`src/sv/fqs_pkg.sv`:
```
`default_nettype none

package fqs_pkg;

   localparam int VALUE_W   = 32;
   localparam int OP_W      = 2;
   localparam int STATUS_W  = 2;
   localparam int COUNT_W   = 5;
   localparam int INDEX_W   = 4;
   localparam int RSP_DATA_W = 80;

   typedef logic [OP_W-1:0]     op_type;
   typedef logic [STATUS_W-1:0] status_type;

   localparam op_type OP_ENQUEUE = 2'd0;
   localparam op_type OP_DEQUEUE = 2'd1;
   localparam op_type OP_SEARCH  = 2'd2;

   localparam status_type ST_OK       = 2'd0;
   localparam status_type ST_EMPTY    = 2'd1;
   localparam status_type ST_FULL     = 2'd2;
   localparam status_type ST_NOTFOUND = 2'd3;

   // controller -> datapath
   typedef struct packed {
      logic       accept;      // latch request, clear result
      logic       enq;         // write tail, bump count
      logic       deq;         // advance head, read new front
      logic       front_load;  // take read data as front
      logic       scan_start;  // read head entry
      logic       scan_step;   // read next entry
      logic       status_we;
      status_type status_code;
      logic       found_we;
   } cmd_type;

   // datapath -> controller
   typedef struct packed {
      op_type op;
      logic   empty;
      logic   full;
      logic   match;
      logic   last;
   } stat_type;

endpackage

`default_nettype wire

```
`src/sv/fqs_ctrl.sv`:
```
`default_nettype none

module fqs_ctrl (
   input  wire logic             clock,
   input  wire logic             reset,
   input  wire logic             req_tvalid,
   output logic                  req_tready,
   output logic                  rsp_tvalid,
   input  wire logic             rsp_tready,
   input  wire fqs_pkg::stat_type stat,
   output fqs_pkg::cmd_type      cmd
);
   import fqs_pkg::*;

   typedef enum logic [2:0] {
      S_IDLE,
      S_EXEC,
      S_FRONT,
      S_SCAN,
      S_RESP
   } state_type;

   state_type state_ff, state_in;
   logic      ready_ff, ready_in;
   logic      valid_ff, valid_in;

   always_comb begin
      cmd         = '0;
      cmd.status_code = ST_OK;
      state_in    = state_ff;
      ready_in    = ready_ff;
      valid_in    = valid_ff;
      unique case (state_ff)
         S_IDLE: begin
            if (req_tvalid && ready_ff) begin
               cmd.accept = 1'b1;
               ready_in   = 1'b0;
               state_in   = S_EXEC;
            end
         end
         S_EXEC: begin
            cmd.status_we = 1'b1;
            unique case (stat.op)
               OP_ENQUEUE: begin
                  if (stat.full) begin
                     cmd.status_code = ST_FULL;
                  end else begin
                     cmd.enq = 1'b1;
                  end
                  valid_in = 1'b1;
                  state_in = S_RESP;
               end
               OP_DEQUEUE: begin
                  if (stat.empty) begin
                     cmd.status_code = ST_EMPTY;
                     valid_in = 1'b1;
                     state_in = S_RESP;
                  end else begin
                     cmd.deq  = 1'b1;
                     state_in = S_FRONT;
                  end
               end
               OP_SEARCH: begin
                  if (stat.empty) begin
                     cmd.status_code = ST_EMPTY;
                     valid_in = 1'b1;
                     state_in = S_RESP;
                  end else begin
                     cmd.scan_start = 1'b1;
                     state_in = S_SCAN;
                  end
               end
               default: begin
                  valid_in = 1'b1;
                  state_in = S_RESP;
               end
            endcase
         end
         S_FRONT: begin
            cmd.front_load = 1'b1;
            valid_in = 1'b1;
            state_in = S_RESP;
         end
         S_SCAN: begin
            // read data holds the entry at the compare index
            if (stat.match) begin
               cmd.status_we = 1'b1;
               cmd.found_we  = 1'b1;
               valid_in = 1'b1;
               state_in = S_RESP;
            end else if (stat.last) begin
               cmd.status_we   = 1'b1;
               cmd.status_code = ST_NOTFOUND;
               valid_in = 1'b1;
               state_in = S_RESP;
            end else begin
               cmd.scan_step = 1'b1;
            end
         end
         S_RESP: begin
            if (rsp_tready) begin
               valid_in = 1'b0;
               ready_in = 1'b1;
               state_in = S_IDLE;
            end
         end
         default: begin
            state_in = S_IDLE;
            ready_in = 1'b1;
            valid_in = 1'b0;
         end
      endcase
   end

   always_ff @(posedge clock) begin
      if (reset) begin
         state_ff <= S_IDLE;
         ready_ff <= 1'b1;
         valid_ff <= 1'b0;
      end else begin
         state_ff <= state_in;
         ready_ff <= ready_in;
         valid_ff <= valid_in;
      end
   end

   assign req_tready = ready_ff;
   assign rsp_tvalid = valid_ff;

endmodule

`default_nettype wire

```
`src/sv/fqs_dpath.sv`:
```
`default_nettype none

module fqs_dpath #(
   parameter int DEPTH = 16
) (
   input  wire logic                            clock,
   input  wire logic                            reset,
   input  wire logic [fqs_pkg::OP_W-1:0]        req_tuser,
   input  wire logic [fqs_pkg::VALUE_W-1:0]     req_tdata,
   input  wire fqs_pkg::cmd_type                cmd,
   output fqs_pkg::stat_type                    stat,
   output logic [fqs_pkg::RSP_DATA_W-1:0]       rsp_tdata,
   output logic [fqs_pkg::STATUS_W-1:0]         rsp_tuser
);
   import fqs_pkg::*;

   localparam int PW = (DEPTH > 1) ? $clog2(DEPTH) : 1;
   localparam int CW = $clog2(DEPTH + 1);

   function automatic logic [PW-1:0] next_slot(input logic [PW-1:0] p);
      next_slot = (p == PW'(DEPTH - 1)) ? '0 : p + PW'(1);
   endfunction

   logic [VALUE_W-1:0] mem [DEPTH];

   logic [PW-1:0]      head_ff, head_in;
   logic [PW-1:0]      tail_ff, tail_in;
   logic [CW-1:0]      count_ff, count_in;
   logic [PW-1:0]      scan_ptr_ff;
   logic [CW-1:0]      cmp_idx_ff;
   logic [PW-1:0]      rd_addr;
   logic [VALUE_W-1:0] rd_data_ff;
   logic [VALUE_W-1:0] value_ff;
   op_type             op_ff;
   logic [VALUE_W-1:0] front_ff;
   logic [VALUE_W-1:0] rear_ff;
   status_type         status_ff;
   logic [INDEX_W-1:0] found_ff;
   logic [31:0]        count_ext;
   logic [31:0]        idx_ext;
   logic               is_empty;

   always_comb begin
      if (cmd.deq) begin
         rd_addr = next_slot(head_ff);
      end else if (cmd.scan_start) begin
         rd_addr = head_ff;
      end else begin
         rd_addr = scan_ptr_ff;
      end
   end

   always_ff @(posedge clock) begin
      if (cmd.enq) begin
         mem[tail_ff] <= value_ff;
      end
      rd_data_ff <= mem[rd_addr];
   end

   always_comb begin
      head_in  = head_ff;
      tail_in  = tail_ff;
      count_in = count_ff;
      if (cmd.enq) begin
         tail_in  = next_slot(tail_ff);
         count_in = count_ff + CW'(1);
      end
      if (cmd.deq) begin
         head_in  = next_slot(head_ff);
         count_in = count_ff - CW'(1);
      end
   end

   always_ff @(posedge clock) begin
      if (reset) begin
         head_ff  <= '0;
         tail_ff  <= '0;
         count_ff <= '0;
      end else begin
         head_ff  <= head_in;
         tail_ff  <= tail_in;
         count_ff <= count_in;
      end
   end

   always_ff @(posedge clock) begin
      if (cmd.accept) begin
         value_ff  <= req_tdata;
         op_ff     <= req_tuser;
         status_ff <= ST_OK;
         found_ff  <= '0;
      end
      if (cmd.status_we) begin
         status_ff <= cmd.status_code;
      end
      if (cmd.found_we) begin
         found_ff <= idx_ext[INDEX_W-1:0];
      end
      if (cmd.enq) begin
         rear_ff <= value_ff;
         if (count_ff == '0) begin
            front_ff <= value_ff;
         end
      end
      if (cmd.front_load) begin
         front_ff <= rd_data_ff;
      end
      if (cmd.scan_start) begin
         scan_ptr_ff <= next_slot(head_ff);
         cmp_idx_ff  <= '0;
      end
      if (cmd.scan_step) begin
         scan_ptr_ff <= next_slot(scan_ptr_ff);
         cmp_idx_ff  <= cmp_idx_ff + CW'(1);
      end
   end

   assign count_ext = 32'(count_ff);
   assign idx_ext   = 32'(cmp_idx_ff);
   assign is_empty  = (count_ff == '0);

   assign stat.op    = op_ff;
   assign stat.empty = is_empty;
   assign stat.full  = (count_ff == CW'(DEPTH));
   assign stat.match = (rd_data_ff == value_ff);
   assign stat.last  = (cmp_idx_ff == count_ff - CW'(1));

   assign rsp_tuser = status_ff;
   assign rsp_tdata = {6'd0,
                       found_ff,
                       count_ext[COUNT_W-1:0],
                       is_empty,
                       is_empty ? {VALUE_W{1'b0}} : rear_ff,
                       is_empty ? {VALUE_W{1'b0}} : front_ff};

endmodule

`default_nettype wire

```
`src/sv/fifo_queue_with_search.sv`:
```
`default_nettype none

// Channel  | Dir | tuser          | tdata
// req_     | in  | [1:0] op       | [31:0] value
// rsp_     | out | [1:0] status   | [31:0] front, [63:32] rear, [64] is_empty,
//          |     |                | [69:65] entry_count, [73:70] found_index
//
// One request at a time. An enqueue passes S_EXEC before rsp_tvalid, a dequeue
// S_EXEC and S_FRONT, a search S_EXEC and then S_SCAN, which compares up to
// DEPTH entries: the scan reads one entry per cycle through the single read port.
// Reset clears pointers and count; the entry store needs no clearing.
// A stalled response holds the block; the next request is taken after the
// response transfer.

module fifo_queue_with_search #(
   parameter int DEPTH = 16
) (
   input  wire logic        clock,
   input  wire logic        reset,
   input  wire logic        req_tvalid,
   output logic             req_tready,
   input  wire logic [31:0] req_tdata,   // [31:0] value
   input  wire logic [1:0]  req_tuser,   // [1:0] operation
   output logic             rsp_tvalid,
   input  wire logic        rsp_tready,
   output logic [79:0]      rsp_tdata,   // front, rear, is_empty, entry_count, found_index
   output logic [1:0]       rsp_tuser    // [1:0] status
);
   import fqs_pkg::*;

   cmd_type  cmd;
   stat_type stat;

   fqs_ctrl u_ctrl (
      .clock      (clock),
      .reset      (reset),
      .req_tvalid (req_tvalid),
      .req_tready (req_tready),
      .rsp_tvalid (rsp_tvalid),
      .rsp_tready (rsp_tready),
      .stat       (stat),
      .cmd        (cmd)
   );

   fqs_dpath #(
      .DEPTH (DEPTH)
   ) u_dpath (
      .clock     (clock),
      .reset     (reset),
      .req_tuser (req_tuser),
      .req_tdata (req_tdata),
      .cmd       (cmd),
      .stat      (stat),
      .rsp_tdata (rsp_tdata),
      .rsp_tuser (rsp_tuser)
   );

endmodule

`default_nettype wire

```
`config.mk`:
```
export PLATFORM = sky130hd
export DESIGN_NAME = fifo_queue_with_search
export DESIGN_NICKNAME = d
export VERILOG_FILES = /design/src/sv/fqs_pkg.sv /design/src/sv/fqs_ctrl.sv /design/src/sv/fqs_dpath.sv /design/src/sv/fifo_queue_with_search.sv
export SDC_FILE = /design/constraint.sdc
export NUM_CORES = 1
export LEC_CHECK = 0
export ABC_AREA = 1
export BUFFER_PORTS_ARGS = -buffer_cell sky130_fd_sc_hd__buf_2
export CAP_MARGIN = 15
export CORE_MARGIN = 10
export CORE_UTILIZATION = 50
export CTS_CLUSTER_SIZE = 40
export DETAILED_ROUTE_END_ITERATION = 16
export HOLD_SLACK_MARGIN = 0.05
export PLACE_DENSITY = 0.73
export SLEW_MARGIN = 20
export SYNTH_ARGS = -nofsm -noshare
export SYNTH_HDL_FRONTEND = slang
export SYNTH_SLANG_ARGS = --single-unit
export TNS_END_PERCENT = 1
```
`constraint.sdc`:
```
create_clock -name clock -period 6.95 [get_ports clock]
set_input_delay 0.3475 -clock clock [delete_from_list [all_inputs] [get_ports clock]]
set_output_delay 0.3475 -clock clock [all_outputs]
set_load 0.01 [all_outputs]
```
==> After elaboration in Yosys (flattened, before gate mapping) <==
Memories as Yosys holds them, arrays and structs flattened. A register that Yosys moved wholly into a read port is not among the register bits.
Cells that the tools add are included.
{ "word_totals": {"register_bits": 131, "mem_bits_rw": 512, "in_bits": 38, "output_inout_bits": 84, "word_cells": 116, "memories": 1} }
{ "memory_table": {"columns": ["name", "words", "width", "rd", "rd_ports_with_merged_regs", "wr", "line", "text"], "rows": [
  ["u_dpath.mem", 16, 32, 1, 1, 1, "fqs_dpath.sv:24", "logic [VALUE_W-1:0] mem [DEPTH];"]
]} }
{ "classes": {"addsub": 6, "n_eq_ne": 16, "mux": 61, "bitwise_logic": 2, "reduce_logical": 16} }
{ "ops": {"columns": ["operator", "count"], "rows": [
  ["$mux W32", 5],
  ["$mux W4", 9],
  ["$eq A32 B32 Y1", 1],
  ["$mux W1", 25],
  ["$mux W3", 7],
  ["$mux W5", 4],
  ["$pmux W3 S5", 1],
  ["$add A4 B1 Y4 const B", 3],
  ["$eq A4 B4 Y1 const B", 3],
  ["$pmux W3 S2", 2],
  ["$reduce_bool A2 Y1", 6],
  ["$add A5 B1 Y5 const B", 2],
  ["$mux W2", 5],
  ["$eq A3 B2 Y1 const B", 2],
  ["$reduce_and A3 Y1", 2],
  ["$eq A5 B5 Y1", 1],
  ["$eq A5 B5 Y1 const B", 1],
  ["$logic_not A5 Y1", 1],
  ["$pmux W1 S5", 1],
  ["$sub A5 B1 Y5 const B", 1],
  ["$pmux W2 S2", 1],
  ["$reduce_and A4 Y1", 1],
  ["$eq A3 B1 Y1 const B", 1],
  ["$eq A3 B3 Y1 const B", 1],
  ["other kinds (14)", 15]
]} }

==> Longest topological paths before layout <==
Gate-level depths: netlist of run 1.
{ "depth": {"ltp_word": 6, "depth_mapped": 16, "mapped_depth_nobuf": 14} }

==> Hierarchy <==
Synthesis of run 1 repeated with hierarchy kept, for this count alone.
{ "hier_totals": {"hier_cells": 2677, "area_unflattened_um2": 28891.5} }
{ "by_module_without_submodules": {"columns": ["module", "instances", "cells_each", "area_per_inst_um2", "seq_area_each_um2"], "rows": [
  ["fqs_dpath", 1, 2604, 28427.3, 19668.9],
  ["fqs_ctrl", 1, 73, 464.2, 100.1]
]} }

==> Worst setup path after synthesis of run 1 <==
OpenSTA, ideal clock, no wires.
{ "synth_path": {"kind": "reg-to-reg", "from": "register u_dpath.count_ff[0]", "to": "memory u_dpath.mem[11][0] (enable)", "setup_ns": 0.421, "t_arrival_ns": 4.562, "t_required_ns": 6.529, "path_slack_ns": 1.967, "path_stages_with_launch": 10, "path_buffers": 0, "synth_period_minus_slack_ns": 4.983, "cell_sequence": "dfxtp_1 inv_1 ha_1 nand2_1 nor2_1 nor2_1 inv_1 nor2_1 nand2_1 nor2_1"} }
{ "synth_lines": {"columns": ["item", "line", "text"], "rows": [
  ["start: declaration", "fqs_dpath.sv:28", "logic [CW-1:0] count_ff, count_in;"],
  ["start signal: assignment", "fqs_dpath.sv:82", "count_ff <= count_in;"],
  ["end: declaration", "fqs_dpath.sv:24", null]
]} }

==> Worst setup path after layout of run 1 <==
{ "layout_path": {"from": "register u_dpath.count_ff[0]", "to": "register u_dpath.rd_data_ff[30] (read register of u_dpath.mem)"} }
{ "layout_between": {"elab_chain_cells": 6, "elab_cells_between_ends": 8, "classes_between": "7 x mux; 1 x reduce/logical"} }
{ "layout_lines": {"columns": ["item", "line", "text"], "rows": [
  ["$logic_not A5 Y1 *", "fqs_dpath.sv:120", "assign is_empty = (count_ff == '0);"],
  ["$mux W1 *", "fqs_ctrl.sv:54, fqs_ctrl.sv:64", null],
  ["$mux W1", "fqs_ctrl.sv:43", "unique case (stat.op)"],
  ["$mux W1", "fqs_ctrl.sv:33", "unique case (state_ff)"],
  ["$mux W4", "fqs_dpath.sv:46", "end else if (cmd.scan_start) begin"],
  ["$mux W4 *", "fqs_dpath.sv:44", "if (cmd.deq) begin"],
  ["end: declaration", "fqs_dpath.sv:32", "logic [VALUE_W-1:0] rd_data_ff;"]
]} }
Mark *: on every way between the ends. The rest lies on a longest branch, timed or not.
A chain may end at the register's enable or synchronous reset.

==> results_dict.tcl, run 1 <==
set metrics [dict create \
    outcome "finished, final reports clean" \
    grt_pass1_vias 19490 \
    fin_ws_ps 2503 \
    drt_wl_total_microns 74650 \
    critical_path.slowest_cell "nand2_8" \
    initial_core_util 0.5054 \
    async_flop_share 0 \
    slew_viol_final 0 \
    clkTransAtPathRegs_ps 60 \
    antenna_found_initial 0 \
    crit_chain "inv_1 -> ha_1 -> nand3_4 -> buf_4 -> nand2_2 -> nand2_1 -> nand3_4 -> nand2_8 -> buf_12 -> nand2_1 -> nand2_1 -> nand2_1 -> nand3_1 -> nand3_1 -> nand2_1" \
    postCtsSetupBuffers 0 \
    gp_congestion 0.8194 \
    synth_area_sq_um 29160 \
    max_freq_mhz 224.9 \
    crit_top_cell "nand2_1" \
    globalRouteOverflowTotal 0 \
    root_buffer "clkbuf_16" \
    seq_area_frac_synth 0.6780 \
    ys_warn_count 0 \
    crit_path_end_kind "register" \
    yosysTopAreaCellShare 0.6437 \
    worstSetupStartpointType "register" \
    final_hold_viol_count 0 \
    grt_max_degree 170 \
    first_pass_iters 5 \
    place_area_sq_um 30430 \
    path_max_fanout 169 \
    reg2regPathDepth 15 \
    die_w_microns 261.5 \
    rsz0062_at_grt "false" \
    dp_cells 3515 \
    cts.repair.resized 0 \
    fin_crit_sh 0.6399 \
    synth_flop_cell "edfxtp_1" \
    post-place-ws_ps 1886 \
    nets 2906 \
    via_per_inst 5.508 \
    cts_buffers 68 \
    grt_pass1_wl_microns 112000 \
    ios 122 \
    min_period_ps 4447 \
    netlist_top_cells_count "nand2_1 (705), edfxtp_1 (625), nand3_1 (608)" \
    critPathMaxStageDelay_ps 620 \
    syn_inst 2743 \
    numPortBuffers 115 \
    setup-violations-final 0 \
    crit_buf_inv 3 \
    power_mw 10.20 \
    syn_to_final_growth_pct 13.13 \
    drive_gt1_frac 0.1089 \
    slew_headroom 0.2351 \
    drt_iter0_drc 2121 \
    drc 0 \
    hold_path_depth 2 \
    whs_ps 107.0 \
    cts_tree "done" \
    yosysMostFrequentCell "nand2_1" \
    die_area_sq_um 68370 \
    r2r_setup_slack_ps 2500 \
    cp.depth 15 \
    power_per_cell_area_nw_per_um2 309.2 \
    die_y_microns 261.5 \
    synth_area_leaders "edfxtp_1 (64%), nand3_1 (10%), nand2_1 (9.1%)" \
    ctsHoldBuffers 34 \
    cts_max_level 3 \
    core_sq_um 57700 \
    crit_family "simple AND/OR/NAND/NOR gates" \
    wl_per_cell_microns 20.31 \
    fp-row-count 88 \
    clock-skew-final_ps 24.75 \
    worstSetupPathType "register to register" \
    synth_edf_count 625 \
    cap_viol_max_count 0 \
    ant_nets 0 \
    clock_latency_ps 610 \
    final_core_util 0.5717 \
    finalSetupTns_ps 0 \
    tightest_slew_ps 1147 \
    vias 20240 \
    vdd_drop_max_mv 0.2477 \
    ys_ff_latch 675 \
    synth_top_area_cell "edfxtp_1" \
    yosysUniqueCellTypes 41 \
    n_antenna_cell 0 \
    syn_area_per_cell_sq_um 10.63 \
    crit_arrival_ps 4970 \
    instances_no_fill 3675 \
    cts_buffer_depth 3 \
    hold_path_class "input port to register" \
    stdcell_area_sq_um 32990 \
    hpwl_microns 38630 \
    leakagePower_nw 13.91 \
    cp.required_ps 7480 \
    grt_usage 0.2143 \
    cts.sinks 675 \
]
[worst register-to-register path: cells and delay by family, from the launching register on]
kind	cells	cell delay (ps)
AND/OR/NAND/NOR	11	2320
adder cells (fa/ha/maj)	1	290
buffers and inverters	3	1360
flip-flops	1	390
[logic make-up (layout without fill, tap and decap cells)]
group,count (synthesis),after routing,synth area share
flops,675,675,0.6780
mux,19,19,0.007338
fa+ha+maj,13,13,0.005579
other cells,1,6,0.0001286
compound gates,59,59,0.01107
simple gates,1404,1404,0.2102
buf+inv,539,701,0.07776
xor+xnor,33,33,0.009913
[path summary, 6_finish.rpt]
kind                            start                endpoint
setup / recovery  u_dpath.count_ff[0]  u_dpath.rd_data_ff[30]
hold reg to reg     u_ctrl.rsp_tvalid       u_ctrl.rsp_tvalid
setup reg to reg  u_dpath.count_ff[0]  u_dpath.rd_data_ff[30]
hold / removal                  reset     u_dpath.count_ff[1]
[state kept, by name (all words and copies together), names as in the netlist, 3 cells and up]
| name | cells |
|---|---|
| u_dpath.rear_ff | 32 |
| u_dpath.count_ff | 5 |
| u_dpath.tail_ff | 4 |
| u_dpath.front_ff | 32 |
| u_dpath.scan_ptr_ff | 4 |
| u_dpath.head_ff | 4 |
| u_dpath.mem | 512 |
| u_dpath.cmp_idx_ff | 5 |
| u_dpath.value_ff | 32 |
| u_ctrl.state_ff | 3 |
| u_dpath.found_ff | 4 |
| u_dpath.rd_data_ff | 32 |
[per-layer routing]
layer / global-route usage / vias to the layer above / routed length, microns
li1: - / 9350 / -
met1: 0.2776 / 9584 / 28950
met2: 0.3502 / 1120 / 35360
met3: 0.03610 / 188 / 7508
met4: 0.09825 / 0 / 2832
met5: 0 / - / 0
[power by group]
group          total (mW)  leakage, nW  internal (mW)  switching [mW]
combinational        1.48         6.79          0.457            1.02
clock                3.59         1.07           2.08            1.51
sequential           5.13         6.05           4.86           0.267
total                10.2         13.9           7.40            2.80
[final cells by class]
| type | count | area [sq um] |
|---|---|---|
| multi-input combinational | 1534 | 7342 |
| sequential | 675 | 19770 |
| fill | 4589 | 24710 |
| clock inverter | 23 | 225.2 |
| tap | 765 | 957.2 |
| clock buffer | 102 | 1962 |
| timing repair buffer | 193 | 1291 |
| inverter | 383 | 1439 |
[layout by cell type (no fill, tap or decap), types with 16 or more instances in the layout]
master         count
clkbuf_16         70
mux2_2            19
clkbuf_1          23
nand2_1          703
nor2_1            47
a21oi_1           21
dlygate4sd3_1     34
inv_1            380
dfxtp_1           50
nand3_1          608
buf_4             41
xor2_1            17
o21ai_0           25
nor2_4            18
xnor2_1           16
edfxtp_1         625
buf_2            115
(Power assumes the default switching activity.)
==> run 2: changes to the inputs <==
- clock period: 6.95 -> 4.49 ns (I/O delays scaled with it)
==> results_dict.tcl, run 2 (synthesis gave the netlist of run 1 again) <==
set metrics [dict create \
    final_common_cell "nand2_1" \
    grt_use_met1 0.2797 \
    clock_latency_ps 600 \
    vias 20320 \
    drive_gt1_frac 0.1169 \
    final_core_util 0.5780 \
    ios 122 \
    fp-row-count 88 \
    finalSetupTns_ps 0 \
    initial_core_util 0.5054 \
    power_per_cell_area_nw_per_um2 481.3 \
    cts_buffer_depth 3 \
    wl_per_cell_microns 20.24 \
    cts.repair.resized 0 \
    power_mw 16.05 \
    crit_path_end_kind "register" \
    globalRouteOverflowTotal 0 \
    stdcell_area_sq_um 33350 \
    ant_nets 0 \
    slew_viol_final 0 \
    worstSetupPathType "register to register" \
    worstSetupStartpointType "register" \
    cts_tree "done" \
    setup-violations-final 0 \
    first_pass_iters 5 \
    via_per_inst 5.495 \
    drc 0 \
    gp_congestion 0.8499 \
    die_w_microns 261.5 \
    slew_headroom 0.2661 \
    hpwl_microns 42790 \
    drt_iter0_drc 2211 \
    hold_path_class "input port to register" \
    final_hold_viol_count 0 \
    syn_to_final_growth_pct 14.38 \
    grt_use_met2 0.3544 \
    tightest_slew_ps 1097 \
    antenna_found_initial 1 \
    die_y_microns 261.5 \
    clkTransAtPathRegs_ps 60 \
    largest_reg_flops 512 \
    busiest_layer "met2" \
    max_freq_mhz 300.8 \
    cts.sinks 675 \
    leakagePower_nw 14.10 \
    final_cell_mix "nand2_1 (703), edfxtp_1 (625), nand3_1 (608), inv_1 (380), buf_2 (115)" \
    core_sq_um 57700 \
    fin_crit_sh 0.7404 \
    min_period_ps 3324 \
    instances_no_fill 3698 \
    ctsHoldBuffers 36 \
    grt_usage 0.2157 \
    grt_max_degree 143 \
    cts_buffers 69 \
    cts_max_level 3 \
    dp_cells 3540 \
    place_area_sq_um 30720 \
    numPortBuffers 115 \
    outcome "finished, final reports clean" \
    n_antenna_cell 0 \
    die_area_sq_um 68370 \
    cp.required_ps 4980 \
    grt_pass1_wl_microns 113400 \
    vdd_drop_max_mv 0.2691 \
    postCtsSetupBuffers 0 \
    root_buffer "clkbuf_16" \
    clock-skew-final_ps 16.75 \
    path_max_fanout 64 \
    globalRouteMet3Util 0.03956 \
    nets 2933 \
    cap_viol_max_count 0 \
    crit_arrival_ps 3820 \
    drt_wl_total_microns 74870 \
    largest-register "u_dpath.mem" \
    rsz0062_at_grt "false" \
    grt_pass1_vias 19480 \
]
## run 2: cell count changes in the layout (fill, tap and decap cells not counted), moves of 3 or more
cell       change
bufinv_16      +4
clkbuf_1       -8
clkinv_1       +3
buf_12         +8
clkbuf_16      +3
inv_6          -3
buf_4         +17
clkbuf_8       -5
## run 2: path summary, 6_finish.rpt
kind              depth (start not counted)  slack (ps)                start                    end
setup / recovery                         11        1170  u_dpath.count_ff[0]  u_dpath.rd_data_ff[3]
hold / removal                            3          70           req_tvalid   u_dpath.value_ff[19]
setup reg to reg                         11        1170  u_dpath.count_ff[0]  u_dpath.rd_data_ff[3]
hold reg to reg                           2         490    u_ctrl.rsp_tvalid      u_ctrl.rsp_tvalid
## run 2: layer usage
layer	up-vias	wire length (microns)
met1	9674	29290
met4	0	2261
met5	-	0
li1	9415	-
met3	176	7191
met2	1056	36120
## run 2: worst max-delay path: stages (launching register included)
cell and delay, ps:
dfxtp_1 390, inv_1 110, ha_1 290, nand3_4 140, nand3_2 270, inv_1 500, nand2_1 210, o21ai_4 110
buf_4 740, nand3_1 200, nand3_1 120, nand2_1 60
## run 2: metrics by stage
| stage | worst slack [ps] | hold slack (ps) |
|---|---|---|
| floorplan | 195.2 | 303.0 |
| detailed placement | 1233 | 402.6 |
| finish | 1166 | 73.55 |
| global placement | 1382 | 402.2 |
| CTS | 1202 | 60.44 |
| global route | 862.2 | 69.07 |
## run 2: layout make-up
cell class              count  area, sq um
clock inverters            30        335.3
well taps                 765        957.2
flip-flops and latches    675        19770
multi-input cells        1534         7342
clock buffers              92         1938
repair buffers            219         1572
fillers                  4646        24340
inverters                 383         1438
## run 2: power by group
part	switching (mW)	internal (mW)
Sequential	0.377	7.53
Combinational	1.63	0.737
Clock	2.35	3.44
Total	4.35	11.7
